**src/hdl/bts_ram.sv**
```systemverilog
// Generic simple dual-port RAM with registered read.
module bts_ram #(
   parameter int WIDTH = 16,
   parameter int DEPTH = 256
) (
   input  logic                     clock,
   input  logic                     we,
   input  logic [$clog2(DEPTH)-1:0] waddr,
   input  logic [WIDTH-1:0]         wdata,
   input  logic [$clog2(DEPTH)-1:0] raddr,
   output logic [WIDTH-1:0]         rdata
);

   logic [WIDTH-1:0] mem_ff [DEPTH];
   logic [WIDTH-1:0] rdata_ff;

   always_ff @(posedge clock) begin
      if (we) begin
         mem_ff[waddr] <= wdata;
      end
      rdata_ff <= mem_ff[raddr];
   end

   assign rdata = rdata_ff;

endmodule

```
**config.mk**
```make
export PLATFORM = sky130hd
export DESIGN_NAME = bts_ram
export DESIGN_NICKNAME = d
export VERILOG_FILES = /design/src/hdl/bts_ram.sv
export SDC_FILE = /design/constraint.sdc
export NUM_CORES = 2
export LEC_CHECK = 0
export ABC_AREA = 1
export BUFFER_PORTS_ARGS = -buffer_cell sky130_fd_sc_hd__buf_2
export CELL_PAD_IN_SITES_DETAIL_PLACEMENT = 1
export CELL_PAD_IN_SITES_GLOBAL_PLACEMENT = 1
export CORE_ASPECT_RATIO = 0.8
export CORE_MARGIN = 4
export CORE_UTILIZATION = 25
export CTS_BUF_LIST = sky130_fd_sc_hd__clkbuf_16
export CTS_CLUSTER_SIZE = 30
export DETAILED_ROUTE_END_ITERATION = 10
export PLACE_DENSITY = 0.49
export SLEW_MARGIN = 25
export SYNTH_ARGS = -nofsm -noshare
export SYNTH_HDL_FRONTEND = slang
export SYNTH_SLANG_ARGS = --single-unit
```
**constraint.sdc**
```tcl
create_clock -name clock -period 2.6 [get_ports clock]
set_input_delay 0.26 -clock clock [delete_from_list [all_inputs] [get_ports clock]]
set_output_delay 0.26 -clock clock [all_outputs]
set_load 0.01 [all_outputs]
```
# After elaboration in Yosys (flattened, before gate mapping)
# Memory sizes are Yosys's and may differ from the RTL's. A register that Yosys moved wholly into a read port is not among the register bits.
# Cells that the tools add are included.
[op_classes]
muxes = 2
[ops]
columns = ["operator", "n"]
rows = [
  ["1-bit 2-to-1 mux", 2],
]
[totals]
ram_bits = 4096
out_inout_bits = 16
n_memories = 1
reg_bits = 0
elab_cells = 3
in_bits = 34
[mem_list]
columns = ["memory", "words", "word_bits", "read_ports", "rd_clocked_by_memory_dff", "wr", "line", "rtl"]
rows = [
  ["mem_ff", 256, 16, 1, 1, 1, "14", "logic [WIDTH-1:0] mem_ff [DEPTH];"],
]

# Depth between registers and ports, before layout
[depth]
ltp_word = 2
mapped_depth = 15

# Worst setup path before layout
# OpenSTA, ideal clock, no wires.
[synth_timing]
kind = "in2reg"
start = "input we"
end = "memory mem_ff[162][0] (enable)"
arrival_ns = 1.712
required_ns = 2.212
slack_ns = 0.500
path_stages = 4
path_cell_list = "clkbuf_1 nand3_1 clkbuf_1 nor2_1"
[synth_between]
elab_chain_len = 2
[synth_lines]
columns = ["element", "line", "rtl"]
rows = [
  ["from (decl)", "7", "input logic we,"],
  ["1-bit 2-to-1 mux", "18", "if (we) begin"],
  ["1-bit 2-to-1 mux (implied by the code)", "19", "mem_ff[waddr] <= wdata;"],
  ["to (decl)", "14", ""],
]
# No other way between the ends.

==> results by group <==
Finish
  – Multi-input logic area: 37300 um2
  – Area delta synth->final: 22.0%
  – Final instance area: 202000 um2
  – Fin nets: 14600
  – Share of layout cells above drive strength 1: 0.143
  – Reg area: 123000 um2
  – Filler cell count: 71500

GRT
  – Gr ovfl total: 0
  – Vias in the first global route: 112000
  – Initial antenna violation count: 60
  – Largest net degree at the start of global routing: 92
  – First-pass GRT wire length: 882 mm
  – GRT Util Overall: 0.178

Route
  – Routed Wire Length: 620 mm
  – 1st-iter DRT viols: 11100
  – WL/cell: 26.1 um
  – Drt drc: 0
  – DR vias: 113000
  – TritonRoute pass-1 iters: 5
  – DR vias/cell: 4.76
  – Detail Route Antenna Nets: 0

Synth
  – Most area-hungry cell type in the Yosys netlist: edfxtp_1
  – Ys async rst share: 0
  – Synth Register Bits: 4112
  – Top-area cell type share of the netlist area: 0.742
  – Synthesized area: 166000 um2
  – Count leader, synth: nand2_1
  – Seq/Total Area, Yosys: 0.744
  – Yosys warning count: 0
  – Number of flops mapped to enable cells by yosys: 4096
  – Unique masters post-synth: 15
  – Commonest cells in the synthesized netlist: nand2_1, edfxtp_1, nand3_1
  – Post-Syn Nets: 13700
  – Syn Inst Count: 13600
  – Post-synth top flop: edfxtp_1
  – Synth top area cells: edfxtp_1, nand3_1, nand2_1
  – Syn_area_per_cell: 12.2 um2

Place
  – GPL Wtd Cong: 0.817
  – Worst slack, placed: -0.752 ns
  – Port Buffers: 49
  – Dpl hpwl: 399 mm
  – DP Area: 188000 um2

Power and ir drop
  – VDD IR-drop max: 0.558 mV
  – Lkg Pwr: 70.9 nW
  – Pwr dens: 725 nW/um2
  – Total power: 147 mW

Clock network
  – TritonCTS clock tree: done
  – H-tree level count: 5
  – CTS Buffer Depth: 4
  – Clock transition at path regs: 0.07 ns
  – CTS Sinks: 4112
  – Clock latency on the worst-skew pair: 1.07 ns
  – Root Driver: clkbuf_16
  – TritonCTS Buffers: 441

Setup path
  – Endpoint type of the worst setup path: flip-flop
  – Crit-path leading delay family: simple AND/OR/NAND/NOR gates
  – CP max-delay cell: edfxtp_1
  – Setup CP Type: flip-flop to flip-flop
  – R2R Path Start: mem_ff[166][12]$_DFFE_PP_
  – Cell chain of the critical path: nand2_1 -> nand3_1 -> nand3_1 -> nand3_1 -> nand3_1 -> nand3_1 -> buf_4 -> nand3_1 -> nand2_1 -> nand2_1 -> nand2_1 -> buf_12
  – Crit path launch type: flip-flop
  – CP most frequent cell: nand3_1
  – Worst path max stage delay: 0.40 ns
  – Worst path bufs/invs: 2
  – Worst Setup SP: mem_ff[166][12]$_DFFE_PP_
  – CP Max Fanout: 1
  – Critical path required time: 3.51 ns
  – WP data arrival: 3.49 ns

Die
  – Die X: 918 um
  – I/O pin count: 50
  – Core Region: 661000 um2
  – Die Area: 676000 um2
  – Row count: 267
  – Die Y-Extent: 736 um
  – Initial core utilization: 0.251

Worst hold path
  – Worst min-delay path startpoint: waddr[4]
  – Worst hold path type: primary input to flip-flop

Run
  – MaxCap Viol Count: 0

Timing
  – Worst Tran Pin Value: 1.01 ns
  – Final setup margin: 0.0206 ns
  – Tmin final: 2.58 ns
  – Fmax: 0.388 GHz
  – Fin crit share: 0.992
  – RSZ-0062 raised after global routing: false
  – Worst Clk Skew: 0.0726 ns
  – Slew HR: 0.325
  – # setup viols final: 0
  – Slew Viols, Final: 0
  – Final hold vios: 0

Status
  – Status: complete, no violations
tightest hold or removal path, stage by stage:
cell	delay, ns
buf_2	0.11
nor2_1	0.08
nand2_1	0.34
nor2_2	0.15
what timing repair did:
| item | CTS | global route |
|---|---|---|
| endpoints found under the hold margin | 3141 | 0 |
| gates resized for setup | 0 | 1 |
| setup endpoints to repair | 0 | 1 |
| hold buffers | 22 | 0 |
| buffers inserted | 0 | 0 |
area by class of cell:
| type | count | share of cell area |
|---|---|---|
| Sequential cell | 4112 | 0.610 |
| Multi-Input combinational cell | 8529 | 0.185 |
| Timing Repair Buffer | 1454 | 0.0806 |
| Clock buffer | 442 | 0.0547 |
| Tap cell | 8742 | 0.0541 |
| Clock inverter | 366 | 0.0141 |
| Inverter | 39 | 0.000991 |
| Antenna cell | 30 | 0.000371 |
logic make-up after synthesis:
logic type	synth area share
buffers and inverters	0.0321
DFF	0.744
and+or+nand+nor	0.224
per-stage QoR:
step / utilization / setup TNS [ns] / hold slack, ns / cells
finish: 0.306 / 0 / 0.111 / 23700
detailed placement: 0.284 / -6.83 / 0.629 / 22900
CTS: 0.306 / 0 / 0.00724 / 23700
floorplan: - / 0 / 0.359 / 13600
global route: 0.306 / 0 / 0.0989 / 23700
global placement: 0.284 / -6.80 / 0.630 / 22900
flip-flops by register name (all words and copies together), names as in the netlist:
name	count
mem_ff	4096
rdata	16
per-layer routing:
metal | GRT usage | up-vias | part of all wire
li1 | - | 50700 | -
met1 | 0.273 | 58800 | 0.49
met2 | 0.271 | 2818 | 0.44
met3 | 0.0215 | 618 | 0.053
met4 | 0.0340 | 2 | 0.019
met5 | 0 | - | 0.000011
path summary, 6_finish.rpt:
check,slack [ns],end,depth (start not counted)
max,0.02,rdata[12]$_DFF_P_,12
min,0.11,mem_ff[38][8]$_DFFE_PP_,4
max reg2reg,0.02,rdata[12]$_DFF_P_,12
min reg2reg,0.99,rdata[6]$_DFF_P_,10
cells in the final DEF (no fill, tap or decap), drive strengths merged:
cell         netlist  routed
inv               39     138
bufinv             0      37
diode              0      30
buf              783    1432
nand3           4035    4035
clkinvlp           0       7
dlygate4sd3        0      22
nand2           4211    4211
nor2             283     283
dfxtp             16      16
clkinv             0     223
clkbuf           154     442
edfxtp          4096    4096
where the power goes:
part	internal [mW]	switching (mW)	total [mW]
clock network	34.5	27.7	62.2
registers	73.0	0.173	73.2
logic	3.31	7.83	11.1
No activity file was read; power rests on OpenSTA's default activity.
