## config.mk

```make
export PLATFORM = sky130hd
export DESIGN_NAME = bts_csr
export DESIGN_NICKNAME = d
export VERILOG_FILES = /design/src/hdl/bts_pkg.sv /design/src/hdl/bts_csr.sv
export SDC_FILE = /design/constraint.sdc
export NUM_CORES = 1
export LEC_CHECK = 0
export ABC_AREA = 0
export BUFFER_PORTS_ARGS = -buffer_cell sky130_fd_sc_hd__buf_4
export CELL_PAD_IN_SITES_DETAIL_PLACEMENT = 2
export CELL_PAD_IN_SITES_GLOBAL_PLACEMENT = 2
export CORE_MARGIN = 2
export CORE_UTILIZATION = 22
export CTS_BUF_LIST = sky130_fd_sc_hd__clkbuf_16
export CTS_CLUSTER_DIAMETER = 50
export CTS_CLUSTER_SIZE = 20
export DETAILED_ROUTE_END_ITERATION = 16
export PLACE_DENSITY = 0.92
export SETUP_SLACK_MARGIN = 0.4
export SYNTH_ARGS = -nofsm -noshare
export SYNTH_HDL_FRONTEND = slang
export SYNTH_SLANG_ARGS = --single-unit
```

## constraint.sdc

```tcl
create_clock -name clock -period 2.7 [get_ports clock]
set_clock_uncertainty 0.2 [all_clocks]
set_input_delay 0.54 -clock clock [delete_from_list [all_inputs] [get_ports clock]]
set_output_delay 0.54 -clock clock [all_outputs]
set_load 0.005 [all_outputs]
```

## src/hdl/bts_pkg.sv

```systemverilog
// Shared constants, types and codes for the bilinear texture sampler.
package bts_pkg;

   localparam int MAX_WIDTH  = 256;
   localparam int MAX_HEIGHT = 256;
   localparam int TEXEL_BITS = 16;

   localparam int STORE_DEPTH = MAX_WIDTH * MAX_HEIGHT;
   localparam int ADDR_BITS   = (STORE_DEPTH > 1) ? $clog2(STORE_DEPTH) : 1;
   localparam int MAX_DIM     = (MAX_WIDTH > MAX_HEIGHT) ? MAX_WIDTH : MAX_HEIGHT;
   localparam int DIM_BITS    = $clog2(MAX_DIM + 1);

   localparam int REG_BITS   = 9;
   localparam int COORD_BITS = 24;
   localparam int INDEX_BITS = 16;
   localparam int VALUE_BITS = 16;
   localparam int OUT_BITS   = 16;
   localparam int FRAC_BITS  = 16;
   localparam int WT_BITS    = FRAC_BITS + 1;
   localparam int ONE_Q16    = 65536;
   localparam int HALF_Q16   = 32768;

   localparam int PROD_BITS  = COORD_BITS + DIM_BITS + 1;
   localparam int FLOOR_BITS = PROD_BITS - FRAC_BITS;
   localparam int DIGIT_BITS = 4;
   localparam int DIV_STEPS  = (FLOOR_BITS + DIGIT_BITS - 1) / DIGIT_BITS;
   localparam int MAG_BITS   = DIV_STEPS * DIGIT_BITS;
   localparam int STEP_BITS  = $clog2(DIV_STEPS + 1);

   localparam int SAMP_BITS  = (TEXEL_BITS > OUT_BITS) ? TEXEL_BITS : OUT_BITS;

   localparam int CSR_ADDR_BITS = 3;
   localparam int CSR_DATA_BITS = 32;
   localparam logic CSR_IDX_WIDTH  = 1'b0;
   localparam logic CSR_IDX_HEIGHT = 1'b1;

   localparam logic REQ_WRITE  = 1'b0;
   localparam logic REQ_SAMPLE = 1'b1;

   typedef logic [DIM_BITS-1:0]   dim_type;
   typedef logic [ADDR_BITS-1:0]  addr_type;
   typedef logic [TEXEL_BITS-1:0] texel_type;
   typedef logic [FRAC_BITS-1:0]  frac_type;

   typedef struct packed {
      dim_type w;
      dim_type h;
   } dims_type;

   typedef struct packed {
      addr_type [3:0] addr;
      frac_type       fu;
      frac_type       fv;
   } taps_type;

endpackage

```

## src/hdl/bts_csr.sv

```systemverilog
// APB register block holding texture width and height.
module bts_csr import bts_pkg::*; (
   input  logic                     clock,
   input  logic                     reset,
   input  logic                     psel,
   input  logic                     penable,
   input  logic                     pwrite,
   input  logic [CSR_ADDR_BITS-1:0] paddr,
   input  logic [CSR_DATA_BITS-1:0] pwdata,
   output logic [CSR_DATA_BITS-1:0] prdata,
   output logic                     pready,
   output dims_type                 dims
);

   logic [REG_BITS-1:0] width_ff, width_in;
   logic [REG_BITS-1:0] height_ff, height_in;
   logic                wr_en;
   logic                sel;

   assign pready = 1'b1;
   assign wr_en  = psel && penable && pwrite;
   assign sel    = paddr[CSR_ADDR_BITS-1];

   always_comb begin
      width_in  = width_ff;
      height_in = height_ff;
      prdata    = '0;
      case (sel)
         CSR_IDX_WIDTH: begin
            prdata = CSR_DATA_BITS'(width_ff);
            if (wr_en) width_in = pwdata[REG_BITS-1:0];
         end
         CSR_IDX_HEIGHT: begin
            prdata = CSR_DATA_BITS'(height_ff);
            if (wr_en) height_in = pwdata[REG_BITS-1:0];
         end
         default: prdata = '0;
      endcase
   end

   always_ff @(posedge clock) begin
      if (reset) begin
         width_ff  <= REG_BITS'(1);
         height_ff <= REG_BITS'(1);
      end else begin
         width_ff  <= width_in;
         height_ff <= height_in;
      end
   end

   // zero reads as one, oversize saturates
   always_comb begin
      if (width_ff == '0) dims.w = DIM_BITS'(1);
      else if (int'(width_ff) > MAX_WIDTH) dims.w = DIM_BITS'(MAX_WIDTH);
      else dims.w = DIM_BITS'(width_ff);
      if (height_ff == '0) dims.h = DIM_BITS'(1);
      else if (int'(height_ff) > MAX_HEIGHT) dims.h = DIM_BITS'(MAX_HEIGHT);
      else dims.h = DIM_BITS'(height_ff);
   end

endmodule

```

**Word level (Yosys, flattened, before mapping)**

Cells that the tools add are included.

- Bits in registers: 18
- Word-level logic and storage cells: 16
- Input bits: 40
- Output and inout port bits: 51

- Multiplexer cells: 5
- Order comparisons: 2
- Reductions and logical operators: 6
- Bitwise logic cells: 1

Operators by type and width:

| kind | count |
|---|---|
| $pmux W32 S2 | 1 |
| $mux W9 | 4 |
| $gt A9 B9 Y1 const B | 2 |
| $logic_not A9 Y1 | 2 |
| $reduce_and A2 Y1 | 2 |
| $logic_and A1 B1 Y1 | 2 |
| $not A1 Y1 | 1 |

**Depth between registers and ports, before layout**

- Depth after elaboration: 3
- Depth in mapped cells: 3
- Gate-level depth less buffers: 2

**Worst setup path before layout**

OpenSTA, ideal clock, no wires.

- Path kind: input port to output port
- From: input port paddr[2]
- To: output port prdata[1]
- Data required time: 1960 ps
- Slack: 889 ps
- Arrival time: 1071 ps
- Stages: 2
- Buffers on the path: 1
- Path through: buf_2 mux2_2

- Cells in the longest elaborated chain, start to end: 2

Ends and longest elaborated chain:

| what | line | text |
|---|---|---|
| start, declared | bts_csr.sv:8 | `input logic [CSR_ADDR_BITS-1:0] paddr,` |
| $not A1 Y1 (no source line) | -- |  |
| $pmux W32 S2 (*) | bts_csr.sv:28 | `case (sel)` |
| end, declared | bts_csr.sv:10 | `output logic [CSR_DATA_BITS-1:0] prdata,` |

Mark *: on every way between the ends. The rest lies on a longest branch, timed or not. The select of a mux whose other input is x is not followed.

==> flow_metrics.py <==
metrics = {
    "place": {
        "place_area_um2": 1489,
        "hpwl_um": 2410,
        "io_buffers": 41,
        "gp_congestion": 0.7313,
        "place_ws_ns": 0.7043,
    },
    "die": {
        "die_height_um": 78.62,
        "die_area_um2": 6180,
        "core_area_um2": 5439,
        "rows": 27,
        "pin_count": 91,
        "die_x_um": 78.62,
        "start_util_pct": 22.52,
    },
    "detailed_routing": {
        "num_vias": 966,
        "drt_iter0_drc": 33,
        "wire_per_inst_um": 13.62,
        "drc": 0,
        "detail-route-antenna-nets": 0,
        "routed_wl_um": 3256,
        "viasPerCell": 4.042,
        "first_pass_iters": 4,
    },
    "finish": {
        "fill_cells": 621,
        "regArea_um2": 361.6,
        "syn2layout_area_growth_pct": 27.78,
        "insertedDiodeCount": 0,
        "design_area_um2": 1565,
        "final_net_count": 209,
        "drive_gt1_share_pct": 34.73,
        "multi_input_area_um2": 723.2,
    },
    "clock_network": {
        "numCtsBuffers": 3,
        "clock_path_buffers": 2,
        "clockRootBuffer": "clkbuf_16",
        "post_cts_buffers": 0,
        "clk_pin_slew_ns": 0.05,
        "clkSinkCount": 18,
        "h-tree-depth": 1,
        "cts_tree": "built",
        "ctsHoldBuffers": 0,
        "clk_latency_ns": 0.25,
    },
    "global_route": {
        "grt.busiest_layer": "met2",
        "grt_pass1_wl_um": 5202,
        "grt_pass1_vias": 1002,
        "antenna_found_initial": 0,
        "track_usage_pct": 10.92,
        "use_met2_pct": 18.63,
        "met1_usage_pct": 13.50,
        "grt-ovfl-total": 0,
        "grtUsageMet3_pct": 1.724,
        "grt_max_degree": 28,
    },
    "sta": {
        "period_share_pct": 82.80,
        "fmax_ghz": 0.4473,
        "slew_viol_final": 0,
        "rsz0062_at_grt": "no",
        "fin_crit_ns": 2.236,
        "tns_ns": 0,
        "setup_viol": 0,
        "worst_slack_ns": 0.4643,
        "max_slew_margin_pct": 65.35,
        "hold_viol": 0,
        "worst_slew_pin_slew_ns": 0.5194,
    },
    "setup_path": {
        "crit_arrival_ns": 1.50,
        "critPathMaxStageDelay_ns": 0.49,
        "path_cells": "or4_1, o22ai_2, buf_4",
        "worstSetupEndpointType": "output port",
        "cpLargestDelayFamily": "simple AND/OR/NAND/NOR gates",
        "required_ns": 1.96,
        "crit_fanout": 12,
        "crit_slowest_cell": "or4_1",
        "startpoint_type": "flop",
        "path_buf_inv": 1,
        "path_class": "flop to output port",
    },
    "synthesis": {
        "synthMuxAreaShare_pct": 22.06,
        "synth_edf_count": 0,
        "ys_ff_latch": 18,
        "synthAdderAreaFrac_pct": 0,
        "ys_async_sr_fraction_pct": 0,
        "synth-compound-area-share_pct": 2.451,
        "yosys.area_share.xor_xnor_pct": 0,
        "syn_avg_cell_area_um2": 9.210,
        "yosysWarnings": 0,
        "yosys.area_share.simple_pct": 27.17,
        "ys_seq_area_share_pct": 29.42,
        "syn_area_um2": 1225,
        "synth_top_family_by_area": "simple AND/OR/NAND/NOR gates",
        "synth_ff_type": "dfxtp_1",
        "synth_cell_type_count": 21,
        "synthCells": 133,
    },
    "outcome": {
        "status": "finished clean",
    },
    "pwr": {
        "p_leak_uw": 0.0008106,
        "totalPowerFinal_uw": 664.1,
        "power.density_nw_per_um2": 424.2,
        "irDropWorstVdd_uv": 189.7,
    },
    "flow_run": {
        "drv_cap": 0,
    },
    "hold_path": {
        "hold_class": "flop to flop",
    },
}
[stage by stage]
stage                     hold WS [ns]  instances  utilization [%]
after floorplan                 0.2615        155                -
after global placement          0.2834        236            27.38
after detailed placement        0.3026        236            27.38
after CTS                       0.3118        239            28.76
after global routing            0.3366        239            28.78
final                           0.3000        239            28.78
[final cells by class]
cell class	instances	share of cell area (%)
multi-input combinational	103	46.20
tap	72	5.755
clock buffer	3	4.796
timing repair buffer	41	19.66
sequential	18	23.10
inverter	2	0.4796
[placed cells by master, fill, tap and decap left out, types with 2 or more instances in the layout]
| cell | n |
|---|---|
| buf_4 | 41 |
| conb_1 | 24 |
| nand2b_1 | 22 |
| mux2i_1 | 18 |
| dfxtp_1 | 17 |
| nor2b_1 | 14 |
| mux2_2 | 8 |
| nor2_1 | 3 |
| clkbuf_16 | 3 |
| inv_1 | 2 |
| or4_4 | 2 |
| or4_1 | 2 |
| o22ai_2 | 2 |
| or2b_1 | 2 |
[repair_timing]
item / CTS / global route
gates resized for setup: 0 / 1
hold endpoints to repair: 0 / 0
setup endpoints to repair: 0 / 1
[worst reg2reg max path: stages (launching register included)]
cell      delay, ns
dfxtp_1        0.58
nand2b_1       0.12
mux2i_1        0.18
[state kept, by name (all words and copies together), names as in the netlist]
register / flops
height_ff: 9
width_ff: 9
[worst paths after layout]
check | start | cells past startpoint | endpoint | slack (ns)
setup / recovery | height_ff[8] | 3 | dims[0] | 0.46
hold / removal | width_ff[7] | 2 | width_ff[7] | 0.30
setup reg to reg | height_ff[8] | 2 | height_ff[8] | 1.53
hold reg to reg | width_ff[7] | 2 | width_ff[7] | 0.30
[synthesized netlist by cell type, types with 2 or more instances]
master | n | area (µm²)
buf_4 | 25 | 187.7
nand2b_1 | 22 | 137.6
dfxtp_1 | 18 | 360.4
mux2i_1 | 18 | 180.2
nor2b_1 | 14 | 87.58
mux2_2 | 8 | 90.09
clkbuf_1 | 5 | 18.77
nor2_1 | 3 | 11.26
buf_2 | 2 | 10.01
conb_1 | 2 | 7.510
inv_1 | 2 | 7.510
o22ai_2 | 2 | 25.02
or2b_1 | 2 | 15.01
or4_1 | 2 | 15.01
or4_4 | 2 | 22.52
[per-layer routing]
metal  share of wire, %  vias up
met1                 45      460
met4                1.7        0
met5                  0        -
li1                   -      458
met3                5.5        4
met2                 48       44
[kinds of logic after synthesis]
group,count (synthesis)
AOI/OAI and AO/OA,3
other,2
DFF,18
and+or+nand+nor,50
buffers and inverters,34
muxes,26
[power breakdown]
part / total, µW / leakage, µW / switching (µW) / internal [µW]
Clock: 295 / 0.0000370 / 99.8 / 195
Sequential: 279 / 0.000146 / 7.30 / 272
Combinational: 90.1 / 0.000627 / 42.1 / 48.1
(Power assumes the default switching activity.)
