### config.mk
export PLATFORM = sky130hd
export DESIGN_NAME = bts_addr
export DESIGN_NICKNAME = d
export VERILOG_FILES = /design/src/hdl/bts_pkg.sv /design/src/hdl/bts_addr.sv
export SDC_FILE = /design/constraint.sdc
export NUM_CORES = 2
export LEC_CHECK = 0
export BUFFER_PORTS_ARGS = -buffer_cell sky130_fd_sc_hd__buf_4
export CORE_ASPECT_RATIO = 1.1
export CORE_MARGIN = 2
export CORE_UTILIZATION = 58
export CTS_CLUSTER_DIAMETER = 200
export DETAILED_ROUTE_END_ITERATION = 10
export PLACE_DENSITY = 0.79
export SLEW_MARGIN = 20
export SYNTH_ARGS = -nofsm -noshare
export SYNTH_HDL_FRONTEND = slang
export SYNTH_SLANG_ARGS = --single-unit
### constraint.sdc
create_clock -name clock -period 11 [get_ports clock]
set_input_delay 2.2 -clock clock [delete_from_list [all_inputs] [get_ports clock]]
set_output_delay 2.2 -clock clock [all_outputs]
set_load 0.05 [all_outputs]
### src/hdl/bts_pkg.sv
// Shared constants, types and codes for the bilinear texture sampler.
package bts_pkg;

   localparam int MAX_WIDTH  = 256;
   localparam int MAX_HEIGHT = 256;
   localparam int TEXEL_BITS = 16;

   localparam int STORE_DEPTH = MAX_WIDTH * MAX_HEIGHT;
   localparam int ADDR_BITS   = (STORE_DEPTH > 1) ? $clog2(STORE_DEPTH) : 1;
   localparam int MAX_DIM     = (MAX_WIDTH > MAX_HEIGHT) ? MAX_WIDTH : MAX_HEIGHT;
   localparam int DIM_BITS    = $clog2(MAX_DIM + 1);

   localparam int REG_BITS   = 9;
   localparam int COORD_BITS = 24;
   localparam int INDEX_BITS = 16;
   localparam int VALUE_BITS = 16;
   localparam int OUT_BITS   = 16;
   localparam int FRAC_BITS  = 16;
   localparam int WT_BITS    = FRAC_BITS + 1;
   localparam int ONE_Q16    = 65536;
   localparam int HALF_Q16   = 32768;

   localparam int PROD_BITS  = COORD_BITS + DIM_BITS + 1;
   localparam int FLOOR_BITS = PROD_BITS - FRAC_BITS;
   localparam int DIGIT_BITS = 4;
   localparam int DIV_STEPS  = (FLOOR_BITS + DIGIT_BITS - 1) / DIGIT_BITS;
   localparam int MAG_BITS   = DIV_STEPS * DIGIT_BITS;
   localparam int STEP_BITS  = $clog2(DIV_STEPS + 1);

   localparam int SAMP_BITS  = (TEXEL_BITS > OUT_BITS) ? TEXEL_BITS : OUT_BITS;

   localparam int CSR_ADDR_BITS = 3;
   localparam int CSR_DATA_BITS = 32;
   localparam logic CSR_IDX_WIDTH  = 1'b0;
   localparam logic CSR_IDX_HEIGHT = 1'b1;

   localparam logic REQ_WRITE  = 1'b0;
   localparam logic REQ_SAMPLE = 1'b1;

   typedef logic [DIM_BITS-1:0]   dim_type;
   typedef logic [ADDR_BITS-1:0]  addr_type;
   typedef logic [TEXEL_BITS-1:0] texel_type;
   typedef logic [FRAC_BITS-1:0]  frac_type;

   typedef struct packed {
      dim_type w;
      dim_type h;
   } dims_type;

   typedef struct packed {
      addr_type [3:0] addr;
      frac_type       fu;
      frac_type       fv;
   } taps_type;

endpackage

### src/hdl/bts_addr.sv
// Coordinate unit: scale, floor, repeat-wrap and texel addresses of the four taps.
module bts_addr import bts_pkg::*; (
   input  logic                         clock,
   input  logic                         reset,
   input  logic                         start,
   input  logic signed [COORD_BITS-1:0] u_coord,
   input  logic signed [COORD_BITS-1:0] v_coord,
   input  dims_type                     dims,
   output logic                         done,
   output taps_type                     taps
);

   localparam logic [2:0] A_IDLE  = 3'd0;
   localparam logic [2:0] A_MUL   = 3'd1;
   localparam logic [2:0] A_SPLIT = 3'd2;
   localparam logic [2:0] A_DIV   = 3'd3;
   localparam logic [2:0] A_FIX   = 3'd4;
   localparam logic [2:0] A_ROW   = 3'd5;
   localparam logic [2:0] A_ADDR  = 3'd6;

   function automatic dim_type rem_digit(dim_type rem, logic [DIGIT_BITS-1:0] digit,
                                         dim_type div);
      logic [DIM_BITS:0] t;
      dim_type           r;
      r = rem;
      for (int k = DIGIT_BITS - 1; k >= 0; k--) begin
         t = {r, digit[k]};
         if (t >= {1'b0, div}) t = t - {1'b0, div};
         r = t[DIM_BITS-1:0];
      end
      return r;
   endfunction

   function automatic dim_type wrap_idx(logic neg, dim_type rem, dim_type n);
      dim_type r;
      r = (neg && rem != '0) ? n - rem : rem;
      return r;
   endfunction

   function automatic logic [MAG_BITS-1:0] floor_mag(logic [PROD_BITS-1:0] p);
      logic [FLOOR_BITS-1:0] fl;
      fl = p[PROD_BITS-1:FRAC_BITS];
      if (p[PROD_BITS-1]) fl = ~fl + 1'b1;
      return MAG_BITS'(fl);
   endfunction

   logic [2:0]           state_ff, state_in;
   logic [STEP_BITS-1:0] step_ff, step_in;
   logic                 done_ff, done_in;

   logic signed [COORD_BITS-1:0] u_ff, u_in, v_ff, v_in;
   logic signed [PROD_BITS-1:0]  prod_u_ff, prod_u_in, prod_v_ff, prod_v_in;
   frac_type                     fu_ff, fu_in, fv_ff, fv_in;
   logic [MAG_BITS-1:0]          mag_u_ff, mag_u_in, mag_v_ff, mag_v_in;
   logic                         neg_u_ff, neg_u_in, neg_v_ff, neg_v_in;
   dim_type                      rem_u_ff, rem_u_in, rem_v_ff, rem_v_in;
   dim_type                      i0_ff, i0_in, i1_ff, i1_in, j0_ff, j0_in, j1_ff, j1_in;
   addr_type                     row0_ff, row0_in, row1_ff, row1_in;
   addr_type [3:0]               addr_ff, addr_in;

   logic [2*DIM_BITS-1:0] row0_full, row1_full;
   dim_type               i0_fix, j0_fix;

   always_comb begin
      state_in  = state_ff;
      step_in   = step_ff;
      done_in   = 1'b0;
      u_in      = u_ff;
      v_in      = v_ff;
      prod_u_in = prod_u_ff;
      prod_v_in = prod_v_ff;
      fu_in     = fu_ff;
      fv_in     = fv_ff;
      mag_u_in  = mag_u_ff;
      mag_v_in  = mag_v_ff;
      neg_u_in  = neg_u_ff;
      neg_v_in  = neg_v_ff;
      rem_u_in  = rem_u_ff;
      rem_v_in  = rem_v_ff;
      i0_in     = i0_ff;
      i1_in     = i1_ff;
      j0_in     = j0_ff;
      j1_in     = j1_ff;
      row0_in   = row0_ff;
      row1_in   = row1_ff;
      addr_in   = addr_ff;
      i0_fix    = wrap_idx(neg_u_ff, rem_u_ff, dims.w);
      j0_fix    = wrap_idx(neg_v_ff, rem_v_ff, dims.h);
      row0_full = j0_ff * dims.w;
      row1_full = j1_ff * dims.w;

      case (state_ff)
         A_IDLE: begin
            if (start) begin
               u_in     = u_coord;
               v_in     = v_coord;
               state_in = A_MUL;
            end
         end
         A_MUL: begin
            prod_u_in = $signed(u_ff) * $signed({1'b0, dims.w})
                      + $signed(PROD_BITS'(HALF_Q16));
            prod_v_in = $signed(v_ff) * $signed({1'b0, dims.h})
                      + $signed(PROD_BITS'(HALF_Q16));
            state_in  = A_SPLIT;
         end
         A_SPLIT: begin
            fu_in    = prod_u_ff[FRAC_BITS-1:0];
            fv_in    = prod_v_ff[FRAC_BITS-1:0];
            neg_u_in = prod_u_ff[PROD_BITS-1];
            neg_v_in = prod_v_ff[PROD_BITS-1];
            mag_u_in = floor_mag(prod_u_ff);
            mag_v_in = floor_mag(prod_v_ff);
            rem_u_in = '0;
            rem_v_in = '0;
            step_in  = '0;
            state_in = A_DIV;
         end
         A_DIV: begin
            // magnitude of floor mod size, one digit per cycle
            rem_u_in = rem_digit(rem_u_ff, mag_u_ff[MAG_BITS-1 -: DIGIT_BITS], dims.w);
            rem_v_in = rem_digit(rem_v_ff, mag_v_ff[MAG_BITS-1 -: DIGIT_BITS], dims.h);
            mag_u_in = mag_u_ff << DIGIT_BITS;
            mag_v_in = mag_v_ff << DIGIT_BITS;
            step_in  = step_ff + 1'b1;
            if (step_ff == STEP_BITS'(DIV_STEPS - 1)) state_in = A_FIX;
         end
         A_FIX: begin
            i0_in    = i0_fix;
            j0_in    = j0_fix;
            i1_in    = (i0_fix + 1'b1 >= dims.w) ? '0 : i0_fix + 1'b1;
            j1_in    = (j0_fix + 1'b1 >= dims.h) ? '0 : j0_fix + 1'b1;
            state_in = A_ROW;
         end
         A_ROW: begin
            row0_in  = row0_full[ADDR_BITS-1:0];
            row1_in  = row1_full[ADDR_BITS-1:0];
            state_in = A_ADDR;
         end
         A_ADDR: begin
            addr_in[0] = row0_ff + ADDR_BITS'(i0_ff);
            addr_in[1] = row0_ff + ADDR_BITS'(i1_ff);
            addr_in[2] = row1_ff + ADDR_BITS'(i0_ff);
            addr_in[3] = row1_ff + ADDR_BITS'(i1_ff);
            done_in    = 1'b1;
            state_in   = A_IDLE;
         end
         default: state_in = A_IDLE;
      endcase
   end

   always_ff @(posedge clock) begin
      if (reset) begin
         state_ff <= A_IDLE;
         step_ff  <= '0;
         done_ff  <= 1'b0;
      end else begin
         state_ff <= state_in;
         step_ff  <= step_in;
         done_ff  <= done_in;
      end
   end

   always_ff @(posedge clock) begin
      u_ff      <= u_in;
      v_ff      <= v_in;
      prod_u_ff <= prod_u_in;
      prod_v_ff <= prod_v_in;
      fu_ff     <= fu_in;
      fv_ff     <= fv_in;
      mag_u_ff  <= mag_u_in;
      mag_v_ff  <= mag_v_in;
      neg_u_ff  <= neg_u_in;
      neg_v_ff  <= neg_v_in;
      rem_u_ff  <= rem_u_in;
      rem_v_ff  <= rem_v_in;
      i0_ff     <= i0_in;
      i1_ff     <= i1_in;
      j0_ff     <= j0_in;
      j1_ff     <= j1_in;
      row0_ff   <= row0_in;
      row1_ff   <= row1_in;
      addr_ff   <= addr_in;
   end

   assign done      = done_ff;
   assign taps.addr = addr_ff;
   assign taps.fu   = fu_ff;
   assign taps.fv   = fv_ff;

endmodule

* Yosys cells after proc, flatten, opt, wreduce, memory -nomap -nowiden *
Index checks and enable logic that the tools add are counted.

word-level totals
  flip-flop bits (word level) = 347
  input port bits = 69
  output and inout port bits = 97
  logic and storage cells = 106

cells by class
  add/subtract/negate cells = 21
  $mul = 4
  order comparisons = 10
  equality and inequality tests = 9
  multiplexer cells = 27
  bitwise gates (word level) = 2
  reductions and logical operators = 8

operator list
  operator                  number
  $mux W9                   16
  $sub A9 B9 Y9             10
  $ge A10 B9 Y1             8
  $pmux W20 S2              2
  $add A34 B17 Y34 const B  2
  $mul A24 B10 Y34          2
  $add A16 B9 Y16           4
  $add A18 B1 Y18 const B   2
  $mux W18                  2
  $not A18 Y18              2
  $pmux W9 S2               2
  $mul A9 B9 Y16            2
  $add A9 B1 Y9 const B     2
  $ge A9 B9 Y1              2
  $pmux W3 S6               1
  $reduce_bool A9 Y1        2
  $eq A3 B3 Y1 const B      4
  $eq A3 B2 Y1 const B      2
  $mux W3                   2
  $pmux W3 S2               1
  $ne A2 B2 Y1 const B      2
  $reduce_and A2 Y1         2
  $add A3 B1 Y3 const B     1
  $eq A3 B1 Y1 const B      1
  4 further kinds           5

* Logic depth before layout (Yosys ltp) *
  depth in word-level cells = 12
  depth in mapped cells = 40

* Worst setup path before layout *
OpenSTA, ideal clock, no wires.

  path type = input-to-reg
  start point = input dims[10] (netlist bit)
  end point = register rem_u_ff[3], data pin
  setup time = 0.266 ns
  arrival time = 10.319 ns
  required time = 10.734 ns
  slack = 0.415 ns
  stages on the path = 38
  buffers on the path = 5
  path through = clkbuf_1 clkbuf_1 inv_1 fa_1 a211oi_2 o21ai_2 a2111oi_4 nor2_1 nand2_1 a21boi_0 inv_1 fa_1 nor2b_1 o21ai_1 a31oi_1 a211o_1 or2_0 clkbuf_1 [... 2 more ...] fa_1 a21oi_1 o21bai_1 a221oi_1 o21ai_0 a211oi_4 mux2i_1 fa_1 a21o_1 a21oi_1 o22ai_1 o31ai_1 nand2b_1 a211oi_1 mux2i_1 buf_6 mux2i_1 nor2_1

between the ends
  cells in the longest elaborated chain, start to end = 12
  elaborated cells on any way between the ends = 16

RTL lines
  element                                         line             RTL
  from (decl)                                     bts_addr.sv:8    input dims_type dims,
  $sub A9 B9 Y9 or $ge A10 B9 Y1 (tied branches)  bts_addr.sv:28   if (t >= {1'b0, div}) t = t - {1'b0, div};
  $mux W9                                         bts_addr.sv:28
  $mux W9                                         bts_addr.sv:92   case (state_ff)
  $ge A10 B9 Y1 or $sub A9 B9 Y9 (tied branches)  bts_addr.sv:28
  $mux W9                                         bts_addr.sv:28
  $mux W9                                         bts_addr.sv:92
  $sub A9 B9 Y9 or $ge A10 B9 Y1 (tied branches)  bts_addr.sv:28
  $mux W9                                         bts_addr.sv:28
  $mux W9                                         bts_addr.sv:92
  $sub A9 B9 Y9 or $ge A10 B9 Y1 (tied branches)  bts_addr.sv:28
  $mux W9 *                                       bts_addr.sv:28
  $pmux W9 S2 *                                   bts_addr.sv:92
  to (signal assigned)                            bts_addr.sv:175  rem_u_ff <= rem_u_in;
  to (decl)                                       bts_addr.sv:56   dim_type rem_u_ff, rem_u_in, rem_v_ff, rem_v_in;

Every way passes the cells marked *; elsewhere a longest branch is shown, timed or not. The select of a mux whose other input is x is not followed.
A chain may end at the register's enable or synchronous reset.

* Worst setup path after layout *
  start point = input dims[0] (netlist bit)
  end point = register rem_v_ff[4], data pin

between the ends
  cells in the longest elaborated chain, start to end = 12
  elaborated cells on any way between the ends = 16

RTL lines
  element                                         line             RTL
  $sub A9 B9 Y9 or $ge A10 B9 Y1 (tied branches)  bts_addr.sv:28
  $mux W9                                         bts_addr.sv:28
  $mux W9                                         bts_addr.sv:92
  $sub A9 B9 Y9 or $ge A10 B9 Y1 (tied branches)  bts_addr.sv:28
  $mux W9                                         bts_addr.sv:28
  $mux W9                                         bts_addr.sv:92
  $sub A9 B9 Y9 or $ge A10 B9 Y1 (tied branches)  bts_addr.sv:28
  $mux W9                                         bts_addr.sv:28
  $mux W9                                         bts_addr.sv:92
  $sub A9 B9 Y9 or $ge A10 B9 Y1 (tied branches)  bts_addr.sv:28
  $mux W9 *                                       bts_addr.sv:28
  $pmux W9 S2 *                                   bts_addr.sv:92
  to (signal assigned)                            bts_addr.sv:176  rem_v_ff <= rem_v_in;
  to (decl)                                       bts_addr.sv:56

Marks and branches as above.

==> results.md <==
- The flow ran to the end, and the final reports show no timing, DRC or antenna violations.
- The highest-delay cell along the critical path is fa_1.
- The vertical extent of the die is 278 µm.
- The share of final-layout standard cells stronger than drive strength 1 is 8.74%.
- The top layer used by detailed routing is met4.
- The signal arrival time at the worst endpoint is 10.33 ns.
- STA puts the critical path data required time at 11.30 ns.
- The final critical-path share of the clock period is 91.2%.
- The total overflow left after global routing is 0.
- Post-CTS timing repair inserted 0 buffers for setup.
- Summed over all failing endpoints, the final setup total negative slack is 0 ns.
- The aggregate global-route resource usage is 27.7%.
- In this run, synthesis produced a sequential element count of 347.
- The number of warnings printed during yosys synthesis is 0.
- Detailed placement ended at an HPWL of 74200 µm.
- The detailed router finished its first iteration with 1815 violations.
- The type of element launching the critical path is an input port.
- The buffer levels on the longest clock path is 3.
- The share of the synthesized area in the top cell type is 25.8%.
- Entering global routing, the biggest net connects 65 pins.
- In this run, synthesis inferred 340 flip-flops with an integrated enable.
- Among all cell types in the netlist, the one instantiated most often is inv_1.
- For this configuration, the core starts out at a cell density of 58.6%.
- In this run the tightest slew margin relative to its limit is 29.7%.
- The met3 layer wire length in the routed design is 4850 µm.
- Setup violations remaining at the end of the flow were counted as 0.
- The floorplan has 100 rows.
- When the netlist entered floorplanning its net count stood at 4928.
- Based on the critical path, the design can be clocked at up to 0.0997 GHz.
- Detailed routing inserted a total of 29.0k vias.
- The number of global-route vias before repair is 30.5k.
- The max-slew violation count is 0.
- The TritonCTS buffer count is 41.
- CTS built an H-tree with a depth of 2.
- The post-cts repair resize count is 0.
- In this run the worst path has a maximum fanout of 9.
- In this run the mean area of a mapped cell was 9.95 µm².
- Yosys attributes the largest share of cell area to edfxtp_1 (26%), fa_1 (24%), ha_1 (13%), inv_1 (6.3%), and2_1 (5.6%).
- The async set or reset register ratio after synthesis is 0%.
- The most numerous cell on the critical path is a21oi_1.
- The routed design uses 48100 µm of met2 wire.
- TritonCTS built the clock tree.
- The netlist uses 80 different library cells.
- The post-layout minimum cycle time is 10.03 ns.
- In the routed design, unresolved DRC markers number 0.
- The most used flip-flop cell after synthesis is edfxtp_1.
- Clock skew on the completed layout was measured at 0.0231 ns.
- The post-synthesis sequential area ratio is 26.1%.
- The count of nets left with antenna violations once routing finished came out at 0.
- The synthesis-to-layout area growth is 10.4%.
- In this run the horizontal extent of the chip is 253 µm.
- The hold violation count in the final report came to 0.
- The worst-case IR drop observed on VDD is 0.194 mV.
- The number of fill cells in the layout is 5326.
- The worst setup path is captured at a register.
- In the routed layout, each cell is associated on average with a via count of 5.70.
- The met1 routed wirelength after detailed routing is 37400 µm.
- The final-stage net count is 5127.
- The number of buffer and inverter stages on the critical path is 2.
- The first TritonRoute pass finished after 7 iterations.
- In the final routed layout, each cell accounts on average for 18.5 µm.
- The number of input and output port buffers inserted is 165.
- The routability congestion estimate from global placement is 0.954.
- The largest area contributor in the synthesized netlist is edfxtp_1.
- The area of the core is 0.0676 mm².
- The clock root buffer is clkbuf_16.
- The number of antenna violations at the first check in global routing is 0.
- The number of max-capacitance violations reported is 0.
- The CTS sink count is 347.
- The design draws 0.0116 W.
- By count the netlist is led by inv_1 (665), fa_1 (470), ha_1 (410), nand2_1 (377), and2_1 (353).
- The number of hold buffers added after CTS is 0.
- Setup repair after global routing left no endpoint under its margin.
- In this run the cell area of the synthesized design comes to 0.0396 mm².
- The transition at the pin with the smallest max-transition slack is 1.04 ns.
- After detailed routing, the total wire length is 93900 µm.
- The leakage dissipation is 20.1 nW.
- The worst hold path belongs to the class reg2reg.
- The cell count after synthesis came out at 3979.
- The power density of the placed cells is 265 mW/mm².
- The first global-routing pass estimated 154000 µm of wire.
- The register clock-pin slew on the reported worst setup and hold paths is 0.06 ns.
- The type of the setup path with the least slack is in2reg.
- At the later pin of the worst-skew pair, clock insertion delay measures 0.60 ns.
- During I/O placement, the number of pins put on the boundary was 166.
- The gate family responsible for the most delay along the worst path is compound AO/OA/AOI/OAI gates.
- The largest single stage delay on the critical path is 0.46 ns.
- The floorplan die area is 0.0704 mm².
path summary, 6_finish.rpt:
path	start	end	slack, ns	depth (start not counted)
worst max register to register	mag_v_ff[19]	rem_v_ff[4]	2.18	34
worst min register to register	prod_u_ff[10]	fu_ff[10]	0.40	0
worst max-delay path	dims[0]	rem_v_ff[4]	0.97	34
worst min-delay path	prod_u_ff[10]	fu_ff[10]	0.40	0
flip-flops by register name, summed over array words and instances, names as in the netlist, 16 cells and up:
signal,cells
fu_ff,16
fv_ff,16
mag_u_ff,20
mag_v_ff,20
prod_u_ff,34
prod_v_ff,34
row0_ff,16
row1_ff,16
taps,64
u_ff,24
v_ff,24
power by group:
part           total [W]  switching (W)  internal, W
Clock            0.00148       0.000616     0.000860
Sequential       0.00219       0.000166      0.00202
Combinational    0.00791        0.00445      0.00346
per-layer routing:
metal,GRT usage [%],vias up
li1,-,13500
met1,33.9,14400
met2,50.0,873
met3,3.23,229
met4,10.3,0
met5,0,-
metrics by stage:
step / hold slack (ns) / util, % / instances / setup slack [ns] / instance area [µm²]
after floorplan: 0.400 / - / 3979 / 0.415 / 39600
after global placement: 0.401 / 62.5 / 5002 / 0.590 / 42300
after detailed placement: 0.405 / 62.5 / 5002 / 0.486 / 42300
after CTS: 0.397 / 64.7 / 5078 / 1.10 / 43700
after global routing: 0.421 / 64.7 / 5078 / 0.191 / 43700
final: 0.403 / 64.7 / 5079 / 0.970 / 43700
worst reg2reg max path, delay by kind of cell, from the launching register on:
family / cells / cell delay, ns
flip-flops: 1 / 0.43
AO/OA/AOI/OAI: 20 / 4.74
buffers and inverters: 2 / 0.14
AND/OR/NAND/NOR: 5 / 0.91
multiplexers: 2 / 0.66
adder cells (fa/ha/maj): 5 / 1.64
cells by family after synthesis:
kind of cell	share of synthesized area, %
AO/OA/AOI/OAI	9.88
adder cells (fa/ha/maj)	36.7
buffers and inverters	7.34
AND/OR/NAND/NOR	14.6
multiplexers	0.695
flip-flops	26.1
XOR/XNOR	4.65
layout make-up:
type | instances | area [µm²] | area share [%]
Inverter | 666 | 2500 | 5.72
Antenna cell | 1 | 2.50 | 0.00572
Clock buffer | 48 | 1070 | 2.45
Multi-Input combinational cell | 2862 | 26400 | 60.3
Sequential cell | 347 | 10300 | 23.7
Timing Repair Buffer | 260 | 1960 | 4.49
Tap cell | 867 | 1080 | 2.48
Clock inverter | 28 | 379 | 0.867
layout by cell type (no fill, tap or decap), drive strengths merged, types with 8 or more instances in the layout:
cell and n:
clkinv 8, xnor2 147, and2 354, o21bai 14, o21a 29, a211o 11, o221ai 8, edfxtp 340
nor2 163, mux2i 23, xor2 63, nand2b 25, nor4 8, a31oi 11, o31a 8, ha 410
o31ai 19, buf 260, or4 8, and3 21, a21oi 136, nor2b 34, a21boi 31, nand4 23
a21o 62, fa 470, a211oi 18, nor3 41, o21ai 174, clkinvlp 8, or3 12, o211ai 18
or2 14, nand2 377, nand3 41, o41ai 12, inv 672, clkbuf 48
(Power assumes the default switching activity.)
